$ cat src/design/ccp_pkg.sv
// Shared types, codes and decode helpers for the constant pool parser.
package ccp_pkg;

  // Constant pool tag codes.
  localparam logic [7:0] TAG_UTF8      = 8'd1;
  localparam logic [7:0] TAG_INTEGER   = 8'd3;
  localparam logic [7:0] TAG_FLOAT     = 8'd4;
  localparam logic [7:0] TAG_LONG      = 8'd5;
  localparam logic [7:0] TAG_DOUBLE    = 8'd6;
  localparam logic [7:0] TAG_CLASS     = 8'd7;
  localparam logic [7:0] TAG_STRING    = 8'd8;
  localparam logic [7:0] TAG_FIELDREF  = 8'd9;
  localparam logic [7:0] TAG_METHODREF = 8'd10;
  localparam logic [7:0] TAG_IFMETHREF = 8'd11;
  localparam logic [7:0] TAG_NAMETYPE  = 8'd12;

  // Register indexes on the configuration port (word address).
  localparam logic REG_POOL_COUNT = 1'b0;

  localparam int unsigned PADDR_W = 3;
  localparam logic [15:0] POOL_COUNT_RST = 16'd1;

  // Kind of a result beat.
  typedef enum logic [1:0] {
    KIND_FIXED    = 2'd0,
    KIND_STR_BYTE = 2'd1,
    KIND_STR_HDR  = 2'd2,
    KIND_ERROR    = 2'd3
  } kind_e;

  // Parser phase, one-hot.
  typedef enum logic [6:0] {
    PH_IDLE   = 7'b0000001,
    PH_TAG    = 7'b0000010,
    PH_OPER   = 7'b0000100,
    PH_ULEN   = 7'b0001000,
    PH_UBYTES = 7'b0010000,
    PH_DONE   = 7'b0100000,
    PH_HALT   = 7'b1000000
  } phase_e;

  // One accepted input beat.
  typedef struct packed {
    logic [7:0] byte_value;
    logic       first_of_pool;
  } in_beat_t;

  // One result beat.
  typedef struct packed {
    logic [15:0] entry_slot;
    logic [7:0]  entry_tag;
    kind_e       result_kind;
    logic [31:0] first_word;
    logic [31:0] second_word;
    logic [7:0]  string_byte;
    logic        string_last;
    logic        pool_done;
  } result_t;

  // Number of fixed operand bytes of a tag; zero for Utf8 and unknown tags.
  function automatic logic [3:0] fixed_len(input logic [7:0] tag);
    logic [3:0] len;
    case (tag)
      TAG_CLASS, TAG_STRING: len = 4'd2;
      TAG_INTEGER, TAG_FLOAT, TAG_FIELDREF, TAG_METHODREF,
      TAG_IFMETHREF, TAG_NAMETYPE: len = 4'd4;
      TAG_LONG, TAG_DOUBLE: len = 4'd8;
      default: len = 4'd0;
    endcase
    return len;
  endfunction

  // Tags whose operands split into a first and a second word.
  function automatic logic two_operands(input logic [7:0] tag);
    return (tag == TAG_LONG) || (tag == TAG_DOUBLE) || (tag == TAG_FIELDREF) ||
           (tag == TAG_METHODREF) || (tag == TAG_IFMETHREF) || (tag == TAG_NAMETYPE);
  endfunction

  // Tags that occupy two pool slots.
  function automatic logic wide_entry(input logic [7:0] tag);
    return (tag == TAG_LONG) || (tag == TAG_DOUBLE);
  endfunction

endpackage

$ cat src/design/class_constant_pool_parser_top.sv
// Top level of the class file constant pool parser.
// The block parses the constant pool area of a class file at one byte per clock cycle:
// each byte is taken into an input register and decoded combinationally against the
// parser state once the output register has room, and any result is loaded into the
// output register, where the result beat is held until the sink takes it. The parser
// state updates once per consumed byte, which sets the rate of one byte per cycle;
// stalls on the result side hold the input side only while a result is waiting. A beat
// with tuser set restarts parsing at slot 1 with that byte as tag (for a pool count
// above one). Each fixed entry gives one result on its last operand byte, a Utf8 entry
// gives a header result and then one result per content byte (tlast on the last one),
// and pool_done marks the final result of the pool. An unknown tag gives an error result
// and all bytes are dropped until the next restart. The pool count register sits at
// address 0 and may only be written while the block is idle.
module class_constant_pool_parser_top
  import ccp_pkg::*;
(
  input  logic               clk_i,
  input  logic               rst_ni,
  // Byte stream in.
  input  logic               s_axis_tvalid,
  output logic               s_axis_tready,
  input  logic [7:0]         s_axis_tdata,   // [7:0] byte_value
  input  logic               s_axis_tuser,   // [0] first_of_pool
  // Result stream out.
  output logic               m_axis_tvalid,
  input  logic               m_axis_tready,
  // [15:0] entry_slot, [23:16] entry_tag, [55:24] first_word,
  // [87:56] second_word, [95:88] string_byte
  output logic [95:0]        m_axis_tdata,
  output logic [2:0]         m_axis_tuser,   // [1:0] result_kind, [2] pool_done
  output logic               m_axis_tlast,   // string_last
  // Configuration.
  input  logic               psel,
  input  logic               penable,
  input  logic               pwrite,
  input  logic [PADDR_W-1:0] paddr,
  input  logic [31:0]        pwdata,
  output logic [31:0]        prdata,
  output logic               pready
);

  logic [15:0] pool_count;
  in_beat_t    s_beat, in_beat;
  logic        in_valid, fire, out_free, res_valid;
  result_t     res, out_res;

  ccp_apb_regs u_regs (
    .clk_i, .rst_ni, .psel, .penable, .pwrite, .paddr, .pwdata, .prdata, .pready,
    .pool_count_o(pool_count)
  );

  assign s_beat.byte_value    = s_axis_tdata;
  assign s_beat.first_of_pool = s_axis_tuser;

  ccp_in_reg u_in (
    .clk_i, .rst_ni,
    .s_valid_i(s_axis_tvalid),
    .s_ready_o(s_axis_tready),
    .s_beat_i (s_beat),
    .consume_i(fire),
    .valid_o  (in_valid),
    .beat_o   (in_beat)
  );

  // A held byte is decoded once the result register has room.
  assign fire = in_valid && out_free;

  ccp_parser u_parser (
    .clk_i, .rst_ni,
    .fire_i      (fire),
    .beat_i      (in_beat),
    .pool_count_i(pool_count),
    .res_valid_o (res_valid),
    .res_o       (res)
  );

  ccp_out_reg u_out (
    .clk_i, .rst_ni,
    .load_i   (fire && res_valid),
    .res_i    (res),
    .free_o   (out_free),
    .m_valid_o(m_axis_tvalid),
    .m_ready_i(m_axis_tready),
    .res_o    (out_res)
  );

  // Pack the result beat.
  assign m_axis_tdata = {out_res.string_byte, out_res.second_word, out_res.first_word,
                         out_res.entry_tag, out_res.entry_slot};
  assign m_axis_tuser = {out_res.pool_done, out_res.result_kind};
  assign m_axis_tlast = out_res.string_last;

endmodule

$ cat src/design/ccp_apb_regs.sv
// APB configuration register holding the constant pool count.
module ccp_apb_regs
  import ccp_pkg::*;
(
  input  logic               clk_i,
  input  logic               rst_ni,
  input  logic               psel,
  input  logic               penable,
  input  logic               pwrite,
  input  logic [PADDR_W-1:0] paddr,
  input  logic [31:0]        pwdata,
  output logic [31:0]        prdata,
  output logic               pready,
  output logic [15:0]        pool_count_o
);

  logic [15:0] pool_count_q;
  logic        wr_en;

  assign pready = 1'b1;
  assign wr_en  = psel & penable & pwrite & pready;

  // Register write on the access cycle.
  always_ff @(posedge clk_i or negedge rst_ni) begin
    if (!rst_ni) begin
      pool_count_q <= POOL_COUNT_RST;
    end else if (wr_en && (paddr[PADDR_W-1] == REG_POOL_COUNT)) begin
      pool_count_q <= pwdata[15:0];
    end
  end

  // Read back.
  always_comb begin
    prdata = '0;
    if (paddr[PADDR_W-1] == REG_POOL_COUNT) begin
      prdata = {16'd0, pool_count_q};
    end
  end

  assign pool_count_o = pool_count_q;

endmodule

$ cat src/design/ccp_in_reg.sv
// Input register that holds one byte beat until the parser consumes it.
module ccp_in_reg
  import ccp_pkg::*;
(
  input  logic     clk_i,
  input  logic     rst_ni,
  input  logic     s_valid_i,
  output logic     s_ready_o,
  input  in_beat_t s_beat_i,
  input  logic     consume_i,
  output logic     valid_o,
  output in_beat_t beat_o
);

  logic     valid_q;
  in_beat_t beat_q;

  // Room whenever the slot is empty or its beat leaves this cycle.
  assign s_ready_o = !valid_q || consume_i;

  always_ff @(posedge clk_i or negedge rst_ni) begin
    if (!rst_ni) begin
      valid_q <= 1'b0;
    end else if (s_ready_o) begin
      valid_q <= s_valid_i;
    end
  end

  always_ff @(posedge clk_i) begin
    if (s_ready_o && s_valid_i) begin
      beat_q <= s_beat_i;
    end
  end

  assign valid_o = valid_q;
  assign beat_o  = beat_q;

endmodule

$ cat src/design/ccp_parser.sv
// Parser state and the combinational decode of one constant pool byte.
module ccp_parser
  import ccp_pkg::*;
(
  input  logic        clk_i,
  input  logic        rst_ni,
  input  logic        fire_i,
  input  in_beat_t    beat_i,
  input  logic [15:0] pool_count_i,
  output logic        res_valid_o,
  output result_t     res_o
);

  phase_e      phase_q, phase_d, phase_eff;
  logic [7:0]  tag_q, tag_d;
  logic [15:0] slot_q, slot_d, slot_eff;
  logic [15:0] rem_q, rem_d, rem_n;
  logic [31:0] opa_q, opa_d, opa_n;
  logic [31:0] opb_q, opb_d, opb_n;
  logic [7:0]  b;
  logic [3:0]  flen_new, flen_cur, oper_idx;
  logic [16:0] next_slot;
  logic        fin_done;
  logic        restart, empty_pool;

  assign b          = beat_i.byte_value;
  assign restart    = beat_i.first_of_pool;
  assign empty_pool = (pool_count_i <= 16'd1);
  assign flen_new   = fixed_len(b);
  assign flen_cur   = fixed_len(tag_q);
  assign oper_idx   = flen_cur - rem_q[3:0];

  // Slot that follows the current entry, and whether the pool ends there.
  assign next_slot = {1'b0, slot_eff} + (wide_entry(tag_q) ? 17'd2 : 17'd1);
  assign fin_done  = (next_slot >= {1'b0, pool_count_i});

  // Next state and result for the byte in the input register.
  always_comb begin
    phase_d  = phase_q;
    tag_d    = tag_q;
    slot_d   = slot_q;
    rem_d    = rem_q;
    opa_d    = opa_q;
    opb_d    = opb_q;
    opa_n    = opa_q;
    opb_n    = opb_q;
    rem_n    = rem_q;
    res_valid_o = 1'b0;
    res_o.entry_slot  = slot_q;
    res_o.entry_tag   = tag_q;
    res_o.result_kind = KIND_FIXED;
    res_o.first_word  = '0;
    res_o.second_word = '0;
    res_o.string_byte = '0;
    res_o.string_last = 1'b0;
    res_o.pool_done   = 1'b0;

    phase_eff = phase_q;
    slot_eff  = slot_q;
    if (restart) begin
      slot_eff = 16'd1;
      slot_d   = 16'd1;
      rem_d    = '0;
      phase_eff = empty_pool ? PH_DONE : PH_TAG;
      phase_d   = phase_eff;
    end
    res_o.entry_slot = slot_eff;

    case (phase_eff)
      PH_TAG: begin
        tag_d = b;
        opa_d = '0;
        opb_d = '0;
        res_o.entry_tag = b;
        if (b == TAG_UTF8) begin
          phase_d = PH_ULEN;
          rem_d   = 16'd2;
        end else if (flen_new == 4'd0) begin
          // Unknown tag: report and stop until the next restart.
          phase_d = PH_HALT;
          res_valid_o       = 1'b1;
          res_o.result_kind = KIND_ERROR;
          res_o.pool_done   = 1'b1;
        end else begin
          phase_d = PH_OPER;
          rem_d   = {12'd0, flen_new};
        end
      end

      PH_OPER: begin
        // For split tags, bytes of the second half go into the second word.
        if (two_operands(tag_q) && (oper_idx >= (flen_cur >> 1))) begin
          opb_n = {opb_q[23:0], b};
        end else begin
          opa_n = {opa_q[23:0], b};
        end
        opa_d = opa_n;
        opb_d = opb_n;
        rem_n = rem_q - 16'd1;
        rem_d = rem_n;
        if (rem_n == '0) begin
          phase_d = fin_done ? PH_DONE : PH_TAG;
          slot_d  = next_slot[15:0];
          res_valid_o       = 1'b1;
          res_o.result_kind = KIND_FIXED;
          res_o.first_word  = opa_n;
          res_o.second_word = opb_n;
          res_o.pool_done   = fin_done;
        end
      end

      PH_ULEN: begin
        opa_n = {16'd0, opa_q[7:0], b};
        opa_d = opa_n;
        rem_n = (rem_q != '0) ? rem_q - 16'd1 : '0;
        rem_d = rem_n;
        if (rem_n == '0) begin
          res_valid_o       = 1'b1;
          res_o.result_kind = KIND_STR_HDR;
          if (opa_n == '0) begin
            // Empty string: the header closes the entry.
            phase_d = fin_done ? PH_DONE : PH_TAG;
            slot_d  = next_slot[15:0];
            res_o.pool_done = fin_done;
          end else begin
            phase_d = PH_UBYTES;
            rem_d   = opa_n[15:0];
            res_o.first_word = opa_n;
          end
        end
      end

      PH_UBYTES: begin
        rem_n = (rem_q != '0) ? rem_q - 16'd1 : '0;
        rem_d = rem_n;
        res_valid_o       = 1'b1;
        res_o.result_kind = KIND_STR_BYTE;
        res_o.first_word  = opa_q;
        res_o.string_byte = b;
        if (rem_n == '0) begin
          phase_d = fin_done ? PH_DONE : PH_TAG;
          slot_d  = next_slot[15:0];
          res_o.string_last = 1'b1;
          res_o.pool_done   = fin_done;
        end
      end

      default: begin
      end
    endcase
  end

  // State registers advance once per consumed byte.
  always_ff @(posedge clk_i or negedge rst_ni) begin
    if (!rst_ni) begin
      phase_q <= PH_IDLE;
      tag_q   <= '0;
      slot_q  <= '0;
      rem_q   <= '0;
      opa_q   <= '0;
      opb_q   <= '0;
    end else if (fire_i) begin
      phase_q <= phase_d;
      tag_q   <= tag_d;
      slot_q  <= slot_d;
      rem_q   <= rem_d;
      opa_q   <= opa_d;
      opb_q   <= opb_d;
    end
  end

endmodule

$ cat src/design/ccp_out_reg.sv
// Result register that holds one result beat until the sink takes it.
module ccp_out_reg
  import ccp_pkg::*;
(
  input  logic    clk_i,
  input  logic    rst_ni,
  input  logic    load_i,
  input  result_t res_i,
  output logic    free_o,
  output logic    m_valid_o,
  input  logic    m_ready_i,
  output result_t res_o
);

  logic    valid_q;
  result_t res_q;

  // The register can take a new beat when empty or being drained.
  assign free_o = !valid_q || m_ready_i;

  always_ff @(posedge clk_i or negedge rst_ni) begin
    if (!rst_ni) begin
      valid_q <= 1'b0;
    end else if (free_o) begin
      valid_q <= load_i;
    end
  end

  always_ff @(posedge clk_i) begin
    if (free_o && load_i) begin
      res_q <= res_i;
    end
  end

  assign m_valid_o = valid_q;
  assign res_o     = res_q;

endmodule

$ cat config.mk
export PLATFORM = sky130hd
export DESIGN_NAME = class_constant_pool_parser_top
export DESIGN_NICKNAME = d
export VERILOG_FILES = /design/src/design/ccp_pkg.sv /design/src/design/class_constant_pool_parser_top.sv /design/src/design/ccp_apb_regs.sv /design/src/design/ccp_in_reg.sv /design/src/design/ccp_parser.sv /design/src/design/ccp_out_reg.sv
export SDC_FILE = /design/constraint.sdc
export NUM_CORES = 1
export LEC_CHECK = 0
export BUFFER_PORTS_ARGS = -buffer_cell sky130_fd_sc_hd__buf_4
export CAP_MARGIN = 20
export CORE_ASPECT_RATIO = 1.1
export CORE_UTILIZATION = 30
export CTS_BUF_LIST = sky130_fd_sc_hd__clkbuf_8 sky130_fd_sc_hd__clkbuf_16
export DETAILED_ROUTE_END_ITERATION = 8
export PLACE_DENSITY = 0.58
export SETUP_SLACK_MARGIN = 0.3
export SLEW_MARGIN = 20
export SYNTH_ARGS = -nofsm -noshare
export SYNTH_HDL_FRONTEND = slang
export SYNTH_HIERARCHICAL = 1
export SYNTH_SLANG_ARGS = --single-unit
$ cat constraint.sdc
create_clock -name clk_i -period 4.5 [get_ports clk_i]
set_input_delay 0.9 -clock clk_i [delete_from_list [all_inputs] [get_ports clk_i]]
set_output_delay 0.9 -clock clk_i [all_outputs]
set_load 0.1 [all_outputs]
==> flow_metrics.env, run 1 <==
export IMPL_status="completed"
export IMPL_startpoint_type="flip-flop"
export IMPL_cp_required_ns=4.79
export IMPL_clockBufferDepth=3
export IMPL_finalCritPeriodShare_pct=86.59
export IMPL_detail_route_antenna_nets=0
export IMPL_peakVddDrop_v=0.0003070
export IMPL_critPathMaxStageDelay_ns=0.37
export IMPL_endpoint_kind="flip-flop"
export IMPL_tightest_slew_ns=1.034
export IMPL_die_width_um=194.4
export IMPL_wire_per_inst_um=18.91
export IMPL_worstSkewPairLatency_ns=0.55
export IMPL_num_fill_cells=3947
export IMPL_synth_edff_count=109
export IMPL_ys_seq_elements=238
export IMPL_htreeDepth=1
export IMPL_report_final_slew_viol_count=0
export IMPL_reg2regPathDepth=19
export IMPL_area_growth_pct=21.20
export IMPL_fin_skew_ns=0.008081
export IMPL_grt_pass1_wl_um=51940
export IMPL_vias=9088
export IMPL_grt_max_degree=78
export IMPL_hold_viol=0
export IMPL_antenna_cells=0
export IMPL_p_leak_uw=0.006379
export IMPL_drt_iter0_drc=618
export IMPL_dp_hpwl_um=22970
export IMPL_yosysTopAreaCell="edfxtp_1"
export IMPL_crit_slowest_cell="dfrtp_1"
export IMPL_yosysWarnings=6
export IMPL_synth_main_ff_cell="dfrtp_1"
export IMPL_yosys_cell_types_count=88
export IMPL_ios=186
export IMPL_fin_hold_ws_ns=0.3942
export IMPL_synth_cells=1074
export IMPL_critPathArrivalTime_ns=4.19
export IMPL_grt_pass1_vias=8924
export IMPL_cts_buffers=27
export IMPL_core_sq_um=40170
export IMPL_synth_area_sq_um=12210
export IMPL_avgSynthCellArea_sq_um=11.37
export IMPL_num_rows=77
export IMPL_drcViolationCount=0
export IMPL_max_freq_mhz=256.6
export IMPL_path_cells="inv_1 -> ha_1 -> o211a_1 -> inv_1 -> ha_1 -> fa_2 -> nand3_1 -> nor4_1 -> buf_4 -> nand3_1 -> xnor2_1 -> ha_1 -> nand3_1 -> o22ai_1 -> o21ai_0 -> o21ai_0 -> a211oi_2 -> nand2b_1 -> nand2_1"
export IMPL_synth_most_common_cell="dfrtp_1"
export IMPL_synth_top_area_share_pct=26.81
export IMPL_cts_setup_buffers=0
export IMPL_layout_nets=1306
export IMPL_hp_class="input port to asynchronous set/reset pin"
export IMPL_dieArea_sq_um=41510
export IMPL_path_depth=19
export IMPL_clk_pin_slew_ns=0.06
export IMPL_p_per_area_nw_per_um2=592.0
export IMPL_cp_num_buf_inv=3
export IMPL_timing_setup_tns_ns=0
export IMPL_start_util_pct=30.39
export IMPL_avgViaCountPerCell=5.187
export IMPL_min_period_ns=3.897
export IMPL_synth_area_leaders="edfxtp_1 (27%), dfrtp_1 (26%), a22o_1 (5.8%), ha_1 (3.6%), mux2i_1 (2.9%)"
export IMPL_netlist_top_cells_count="dfrtp_1 (127), edfxtp_1 (109), nor2_1 (91)"
export IMPL_cp_top_family="adder cells"
export IMPL_routabilityCongestion=0.9103
export IMPL_slew_headroom_pct=30.61
export IMPL_path_max_fanout=6
export IMPL_routed_wl_um=33120
export IMPL_worstSetupPathType="flip-flop to flip-flop"
export IMPL_ys_seq_area_share_pct=53.26
export IMPL_port_buffers=150
export IMPL_track_usage_pct=15.84
export IMPL_antenna_found_initial=0
export IMPL_clockRootBuffer="clkbuf_16"
export IMPL_drtPass1Iterations=5
export IMPL_clock_sinks=238
export IMPL_drive_gt1_share_pct=23.00
export IMPL_synth_async_reset_ratio_pct=54.20
export IMPL_maxCapViolations=0
export IMPL_die_h_um=213.6
export IMPL_cts_tree="yes"
export IMPL_grt_overflow_total=0
export IMPL_finalSetupViolCount=0
export IMPL_rsz0062_at_grt="false"
==> placed cells by master, fill, tap and decap left out, types with 14 or more instances in the layout <==
master     instances
a22o_1            81
nand2_1           61
nor2_1            91
buf_4            175
mux2i_1           35
edfxtp_1         109
a21oi_1           16
nor3_1            22
o21ai_0           48
dfrtp_1          127
nor2b_1           33
a32o_1            16
and2_1            14
clkbuf_16         27
nor4_1            15
inv_1             42
nand3_1           23
ha_1              34
conb_1            17
==> power breakdown <==
part,total (uW),switching [uW],internal [uW]
Clock,2190,901,1290
Combinational,3560,2640,917
Sequential,3010,308,2710
==> sequential cells by signal (all words and copies together), names as in the netlist <==
name and cells:
u_parser/opa_q 32, u_regs/pool_count_o 16, u_parser/slot_q 16, u_out/res_o 100, u_in/valid_o 1, u_out/m_valid_o 1
u_parser/tag_q 8, u_parser/rem_q 16, u_parser/opb_q 32, u_parser/phase_q 7, u_in/beat_o 9
==> worst reg2reg max path, delay by kind of cell (launching register included) <==
family / cells / cell delay (ns)
AO/OA/AOI/OAI: 5 / 0.84
AND/OR/NAND/NOR: 6 / 0.83
XOR/XNOR: 1 / 0.25
buffers and inverters: 3 / 0.39
flip-flops: 1 / 0.37
adder cells (fa/ha/maj): 4 / 0.96
==> cell type report <==
class,instances,area (sq um),share of cell area [%]
flip-flops and latches,238,6504,43.95
inverters,38,142.6,0.9638
repair buffers,179,1385,9.359
well taps,513,641.9,4.337
clock inverters,22,197.7,1.336
multi-input cells,734,5239,35.40
clock buffers,28,689.4,4.658
==> logic make-up (layout without fill, tap and decap cells) <==
group                    after synthesis  count (layout)  synth area share, %
flip-flops                           238             238                53.26
AO/OA/AOI/OAI                        263             263                16.50
XOR/XNOR                              17              17                1.342
AND/OR/NAND/NOR                      343             343                15.13
buffers and inverters                117             267                4.580
multiplexers                          57              57                5.205
other                                  2              17              0.06150
adder cells (fa/ha/maj)               37              37                3.914
==> stage by stage <==
step	util [%]	worst slack, ns	area, sq um	cells	total power (uW)
CTS	36.78	0.4391	14780	1752	8827
global placement	34.57	0.5097	13890	1702	6575
floorplan	-	0.4978	12270	1089	5716
global route	36.84	0.3043	14800	1752	9153
finish	36.84	0.6033	14800	1752	8761
detailed placement	34.57	0.4470	13890	1702	6601
==> timing repair <==
item                                    4_1_cts  5_1_grt
gates resized for setup                       0        4
hold endpoints to repair                      0        0
hold buffers                                  0        0
endpoints found under the setup margin        0       95
==> worst paths after layout <==
| path | start | endpoint | slack [ns] |
|---|---|---|---|
| min | rst_ni | u_parser/slot_q[2] | 0.39 |
| min in group clk_i | u_parser/opb_q[28] | u_parser/opb_q[28] | 0.50 |
| min reg2reg | u_parser/opb_q[28] | u_parser/opb_q[28] | 0.50 |
| max in group asynchronous | rst_ni | u_parser/opb_q[3] | 3.28 |
| max reg2reg | u_parser/tag_q[1] | u_out/res_o[0] | 0.60 |
| max | u_parser/tag_q[1] | u_out/res_o[0] | 0.60 |
==> per-layer routing <==
layer  track usage, %  routed length (um)  vias up
met5                0                   0        -
met4            5.720                1103        0
met3            2.784                1903       58
met2            25.99               15260      304
met1            21.06               14850     4456
li1                 -                   -     4270
Note: power is estimated with default switching activity, not from simulation.
==> run 2: changes to the inputs <==
--- a/config.mk
+++ b/config.mk
@@ -7,7 +7,7 @@
 export LEC_CHECK = 0
 export BUFFER_PORTS_ARGS = -buffer_cell sky130_fd_sc_hd__buf_4
 export CAP_MARGIN = 20
-export CORE_ASPECT_RATIO = 1.1
+export CORE_MARGIN = 2
 export CORE_UTILIZATION = 30
 export CTS_BUF_LIST = sky130_fd_sc_hd__clkbuf_8 sky130_fd_sc_hd__clkbuf_16
 export DETAILED_ROUTE_END_ITERATION = 8
==> constraint.sdc (replaced) <==
create_clock -name clk_i -period 4.5 [get_ports clk_i]
set_input_delay 0.675 -clock clk_i [delete_from_list [all_inputs] [get_ports clk_i]]
set_output_delay 0.675 -clock clk_i [all_outputs]
set_load 0.1 [all_outputs]
==> run 2 against run 1 <==
Against the previous run:
- setup slack got worse by 0.13 ns
- first-iteration DRC count rose by 17%
- count of clock-buffer cells in the layout shrank 1
- design area rose by 0.46%
- clock power grew 7%
- critical path depth decreased by 1
- worst hold slack worse by 0.12 ns
- utilization up 0.41 points
- register-to-register slack got worse by 0.13 ns
- global-route usage fell by 0.15 points
- largest power group unchanged
- non-clock buffer count down 2
- highest routed layer unchanged
- largest cell class unchanged
==> flow_metrics.env, run 2 (synthesis results as in run 1) <==
export IMPL_drcViolationCount=0
export IMPL_port_buffers=150
export IMPL_timing_setup_tns_ns=0
export IMPL_p_sw_uw=3878
export IMPL_report_final_slew_viol_count=0
export IMPL_fin_area_sq_um=14870
export IMPL_ios=186
export IMPL_cts_tree="yes"
export IMPL_critPathArrivalTime_ns=4.31
export IMPL_grt_overflow_total=0
export IMPL_wire_per_inst_um=18.80
export IMPL_avgViaCountPerCell=5.138
export IMPL_rsz0062_at_grt="true"
export IMPL_share_seq_of_total_power_pct=33.9
export IMPL_p_leak_uw=0.006387
export IMPL_antenna_cells=0
export IMPL_cp_num_buf_inv=2
export IMPL_startpoint_type="flip-flop"
export IMPL_dieArea_sq_um=42330
export IMPL_place_area_sq_um=13890
export IMPL_power_frac_comb_pct=39.7
export IMPL_num_fill_cells=3893
export IMPL_max_freq_mhz=248.6
export IMPL_die_h_um=205.7
export IMPL_peakVddDrop_v=0.0003981
export IMPL_slew_headroom_pct=31.63
export IMPL_status="completed"
export IMPL_place_inst=1712
export IMPL_p_int_uw=5008
export IMPL_grt_max_degree=72
export IMPL_core_sq_um=39910
export IMPL_finalCritPeriodShare_pct=89.38
export IMPL_critPathMaxStageDelay_ns=0.45
export IMPL_cp_top_family="compound AO/OA/AOI/OAI gates"
export IMPL_start_util_pct=30.59
export IMPL_dp_hpwl_um=22870
export IMPL_hp_class="input port to asynchronous set/reset pin"
export IMPL_layout_common_cells="buf_4 (174), dfrtp_1 (127), edfxtp_1 (109)"
export IMPL_die_width_um=205.7
export IMPL_track_usage_pct=15.70
export IMPL_worstSkewPairLatency_ns=0.55
export IMPL_path_max_fanout=5
export IMPL_worstSetupPathType="flip-flop to flip-flop"
export IMPL_routed_wl_um=33120
export IMPL_drt_iter0_drc=720
export IMPL_switching_share_pct=43.64
export IMPL_cts_setup_buffers=0
export IMPL_num_rows=73
export IMPL_largest_register_ff_count=100
export IMPL_routabilityCongestion=0.8891
export IMPL_vias=9053
export IMPL_endpoint_kind="flip-flop"
export IMPL_fin_cells=1762
export IMPL_clockRootBuffer="clkbuf_16"
export IMPL_path_cells="nor4_1 -> buf_4 -> o211a_1 -> inv_1 -> ha_1 -> fa_1 -> nand3_1 -> nor2_1 -> nand2_1 -> xnor2_1 -> ha_1 -> a21o_1 -> a21oi_1 -> o21ai_0 -> o21bai_1 -> a211oi_2 -> nand2b_1 -> nand2_1"
export IMPL_tightest_slew_ns=1.019
export IMPL_detail_route_antenna_nets=0
export IMPL_pwr_share_clk_pct=26.3
export IMPL_maxCapViolations=0
export IMPL_cts_repair_resized=1
export IMPL_hold_viol=0
export IMPL_crit_slowest_cell="fa_1"
export IMPL_fin_skew_ns=0.01862
export IMPL_p_per_area_nw_per_um2=597.7
export IMPL_finalSetupViolCount=0
export IMPL_clk_pin_slew_ns=0.06
export IMPL_area_growth_pct=21.75
export IMPL_layout_nets=1304
export IMPL_final_common_cell="buf_4"
export IMPL_worstReg2RegStart="u_parser/tag_q[5]"
export IMPL_drtPass1Iterations=5
export IMPL_clockBufferDepth=3
export IMPL_antenna_found_initial=0
export IMPL_cts_buffers=27
export IMPL_htreeDepth=1
export IMPL_grt_pass1_wl_um=52030
export IMPL_grt_pass1_vias=8815
export IMPL_cp_required_ns=4.78
export IMPL_hold_buffers=0
export IMPL_cp_startpoint="u_parser/tag_q[5]"
export IMPL_drive_gt1_share_pct=22.96
export IMPL_clock_sinks=238
export IMPL_min_period_ns=4.022
==> run 2: cell types whose count changed in the layout (fill, tap and decap cells not counted), moves of 2 or more <==
| cell | delta |
|---|---|
| clkinv_2 | -3 |
| clkinvlp_4 | +2 |
| clkinv_4 | +2 |
| bufinv_16 | +2 |
| inv_1 | -3 |
| nor4_1 | -2 |
==> run 2: power by group through the flow <==
stage / registers [uW] / clock network [uW] / logic (uW)
6_report: 3010 / 2340 / 3530
5_1_grt: 3070 / 2490 / 3770
4_1_cts: 3020 / 2410 / 3540
3_5_place_dp: 3060 / 0 / 3520
3_3_place_gp: 3050 / 0 / 3510
2_1_floorplan: 4200 / 0 / 1510
==> run 2: path summary, 6_finish.rpt <==
check / end / slack, ns / depth (start not counted)
min reg2reg: u_parser/opb_q[24] / 0.50 / 1
max in group asynchronous: u_parser/phase_q[0] / 3.34 / 2
min in group clk_i: u_in/beat_o[8] / 0.31 / 1
max: u_out/res_o[0] / 0.48 / 18
max reg2reg: u_out/res_o[0] / 0.48 / 18
min: u_parser/slot_q[9] / 0.27 / 1
==> run 2: per-layer routing <==
metal  vias to the layer above  wire length (um)  GRT usage, %
met5                         -                 0             0
met4                         0               840         4.342
met3                        46              1806         2.392
met2                       279             15090         24.72
met1                      4462             15390         22.38
li1                       4266                 -             -
==> run 2: final cells by class <==
| type | count | area (sq um) | area share [%] |
|---|---|---|---|
| multi-input combinational | 734 | 5246 | 35.29 |
| clock buffer | 27 | 675.6 | 4.545 |
| tap | 525 | 656.9 | 4.418 |
| clock inverter | 23 | 275.3 | 1.852 |
| sequential | 238 | 6504 | 43.75 |
| timing repair buffer | 177 | 1366 | 9.190 |
| inverter | 38 | 142.6 | 0.9594 |
==> run 2: per-stage QoR <==
stage	power [uW]	worst slack [ns]	utilization, %	hold WS [ns]
finish	8887	0.4781	37.25	0.2732
global route	9328	0.2176	37.25	0.2919
CTS	8966	0.4147	37.20	0.2769
detailed placement	6581	0.2965	34.80	0.4812
global placement	6559	0.3647	34.80	0.4827
floorplan	5716	0.4978	-	0.3794
==> run 3: changes to the inputs <==
--- a/config.mk
+++ b/config.mk
@@ -11,8 +11,8 @@
 export CORE_UTILIZATION = 30
 export CTS_BUF_LIST = sky130_fd_sc_hd__clkbuf_8 sky130_fd_sc_hd__clkbuf_16
 export DETAILED_ROUTE_END_ITERATION = 8
-export PLACE_DENSITY = 0.58
 export SETUP_SLACK_MARGIN = 0.3
+export SKIP_LAST_GASP = 1
 export SLEW_MARGIN = 20
 export SYNTH_ARGS = -nofsm -noshare
 export SYNTH_HDL_FRONTEND = slang
==> constraint.sdc (replaced) <==
create_clock -name clk_i -period 4.36 [get_ports clk_i]
set_input_delay 0.654 -clock clk_i [delete_from_list [all_inputs] [get_ports clk_i]]
set_output_delay 0.654 -clock clk_i [all_outputs]
set_load 0.1 [all_outputs]
==> run 3 against run 2 <==
Against the previous run:
- critical path depth is 1 higher
- final cell count is 0.74% higher
- global-route usage hardly changed
- combinational power is 5% higher
- clock power is 3% lower
- critical path type unchanged
- utilization is 0.31 points higher
- maximum frequency is 4.5% higher
- largest power group unchanged
- power is 2.3% higher
- register-to-register slack better by 0.03 ns
- sequential power is 3% higher
==> flow_metrics.env, run 3 (synthesis results as in run 1) <==
export IMPL_largest_register_ff_count=100
export IMPL_finalCritPeriodShare_pct=88.28
export IMPL_power_frac_comb_pct=40.9
export IMPL_report_final_slew_viol_count=0
export IMPL_p_int_uw=5116
export IMPL_seqCellArea_sq_um=6504
export IMPL_clockRootBuffer="clkbuf_16"
export IMPL_slew_headroom_pct=29.52
export IMPL_antenna_found_initial=0
export IMPL_critPathArrivalTime_ns=4.12
export IMPL_track_usage_pct=15.68
export IMPL_p_per_area_nw_per_um2=606.3
export IMPL_htreeDepth=1
export IMPL_path_max_fanout=5
export IMPL_max_freq_mhz=259.8
export IMPL_drt_iter0_drc=738
export IMPL_drtPass1Iterations=4
export IMPL_num_fill_cells=3934
export IMPL_met2_usage_pct=25.29
export IMPL_avgViaCountPerCell=5.152
export IMPL_p_sw_uw=3974
export IMPL_peakVddDrop_v=0.0003744
export IMPL_grt_pass1_vias=8802
export IMPL_p_leak_uw=0.006454
export IMPL_crit_slowest_cell="fa_2"
export IMPL_die_width_um=205.7
export IMPL_tightest_slew_ns=1.050
export IMPL_cp_required_ns=4.63
export IMPL_core_sq_um=39910
export IMPL_routabilityCongestion=0.8924
export IMPL_critPathMaxStageDelay_ns=0.44
export IMPL_rsz0062_at_grt="true"
export IMPL_clock_sinks=238
export IMPL_area_growth_pct=22.78
export IMPL_cp_num_buf_inv=3
export IMPL_cts_buffers=26
export IMPL_grt_max_degree=75
export IMPL_status="completed"
export IMPL_endpoint_kind="flip-flop"
export IMPL_hold_viol=0
export IMPL_multi_input_area_sq_um=5288
export IMPL_maxCapViolations=0
export IMPL_detail_route_antenna_nets=0
export IMPL_die_h_um=205.7
export IMPL_antenna_cells=0
export IMPL_drive_gt1_share_pct=24.32
export IMPL_start_util_pct=30.59
export IMPL_busiest_layer="met2"
export IMPL_share_seq_of_total_power_pct=34.2
export IMPL_clk_pin_slew_ns=0.06
export IMPL_fin_total_pwr_uw=9090
export IMPL_final_common_cell="buf_4"
export IMPL_path_cells="nor4_2 -> buf_4 -> o211a_4 -> inv_1 -> ha_1 -> fa_2 -> nand3_2 -> nor4_2 -> buf_4 -> nand3_1 -> xnor2_2 -> ha_1 -> nand3_1 -> o22ai_1 -> o21ai_0 -> o21ai_1 -> a211oi_2 -> nand2b_4 -> nand2_1"
export IMPL_min_period_ns=3.849
export IMPL_worstSetupPathType="flip-flop to flip-flop"
export IMPL_hp_class="input port to asynchronous set/reset pin"
export IMPL_pwr_share_clk_pct=24.9
export IMPL_vias=9144
export IMPL_wire_per_inst_um=18.75
export IMPL_port_buffers=150
export IMPL_cts_tree="yes"
export IMPL_routed_wl_um=33280
export IMPL_layout_nets=1318
export IMPL_drcViolationCount=0
export IMPL_worstSkewPairLatency_ns=0.55
export IMPL_startpoint_type="flip-flop"
export IMPL_timing_setup_tns_ns=0
export IMPL_grt_use_met3_pct=2.708
export IMPL_dp_hpwl_um=22800
export IMPL_use_met1_pct=21.73
export IMPL_ios=186
export IMPL_grt_overflow_total=0
export IMPL_fin_skew_ns=0.02471
export IMPL_cp_top_family="adder cells"
export IMPL_clockBufferDepth=3
export IMPL_switching_share_pct=43.72
export IMPL_dieArea_sq_um=42330
export IMPL_layout_common_cells="buf_4 (187), dfrtp_1 (127), edfxtp_1 (109)"
export IMPL_finalSetupViolCount=0
export IMPL_hold_buffers=0
export IMPL_grt_pass1_wl_um=51700
export IMPL_num_rows=73
[run 3: cell count changes in the layout (fill, tap and decap cells not counted), sizes merged]
cell | before | now
clkinvlp | 3 | 5
clkinv | 11 | 7
buf | 177 | 192
inv | 42 | 40
bufinv | 5 | 3
clkbuf | 27 | 31
[run 3: layout make-up]
class	count	share of cell area, %
Sequential cell	238	43.38
Multi-Input combinational cell	734	35.27
Timing Repair Buffer	192	10.03
Clock buffer	31	4.799
Tap cell	525	4.382
Clock inverter	17	1.185
Inverter	38	0.9514
[run 3: path summary, 6_finish.rpt]
kind,from,to,slack [ns],depth (start not counted)
min,rst_ni,u_parser/slot_q[13],0.21,1
max in group asynchronous,rst_ni,u_parser/opb_q[1],3.26,2
max reg2reg,u_parser/tag_q[6],u_out/res_o[0],0.51,19
max,u_parser/tag_q[6],u_out/res_o[0],0.51,19
min in group clk_i,s_axis_tdata[3],u_in/beat_o[4],0.30,1
min reg2reg,u_parser/opb_q[26],u_parser/opb_q[26],0.50,1
[run 3: per-stage QoR]
stage          std cells  cell area (sq um)  hold slack, ns  setup WS [ns]  utilization, %
6_report            1775              14990          0.2138         0.5111           37.56
3_3_place_gp        1720              13970          0.4816         0.3789           35.01
4_1_cts             1768              14880          0.2201         0.3522           37.27
5_1_grt             1775              14990          0.2460         0.2744           37.56
2_1_floorplan       1089              12270          0.3584         0.3578               -
3_5_place_dp        1720              13970          0.4819         0.2951           35.01
[run 3: timing repair]
action                                 CTS  global route
setup endpoints to repair                1            64
pin swaps                                0             5
resized for setup                        1            11
endpoints found under the hold margin    0             0
setup buffers                            0             7
[run 3: metal layers]
metal,wire [um],vias to the layer above
met1,15090,4498
li1,-,4298
met4,762,0
met5,0,-
met2,15340,305
met3,2082,43
[run 3: power by group through the flow]
stage          logic (uW)  registers [uW]  clock network (uW)
2_1_floorplan        1560            4340                   0
3_3_place_gp         3650            3140                   0
5_1_grt              3950            3160                2430
4_1_cts              3690            3110                2340
3_5_place_dp         3680            3140                   0
6_report             3720            3110                2260
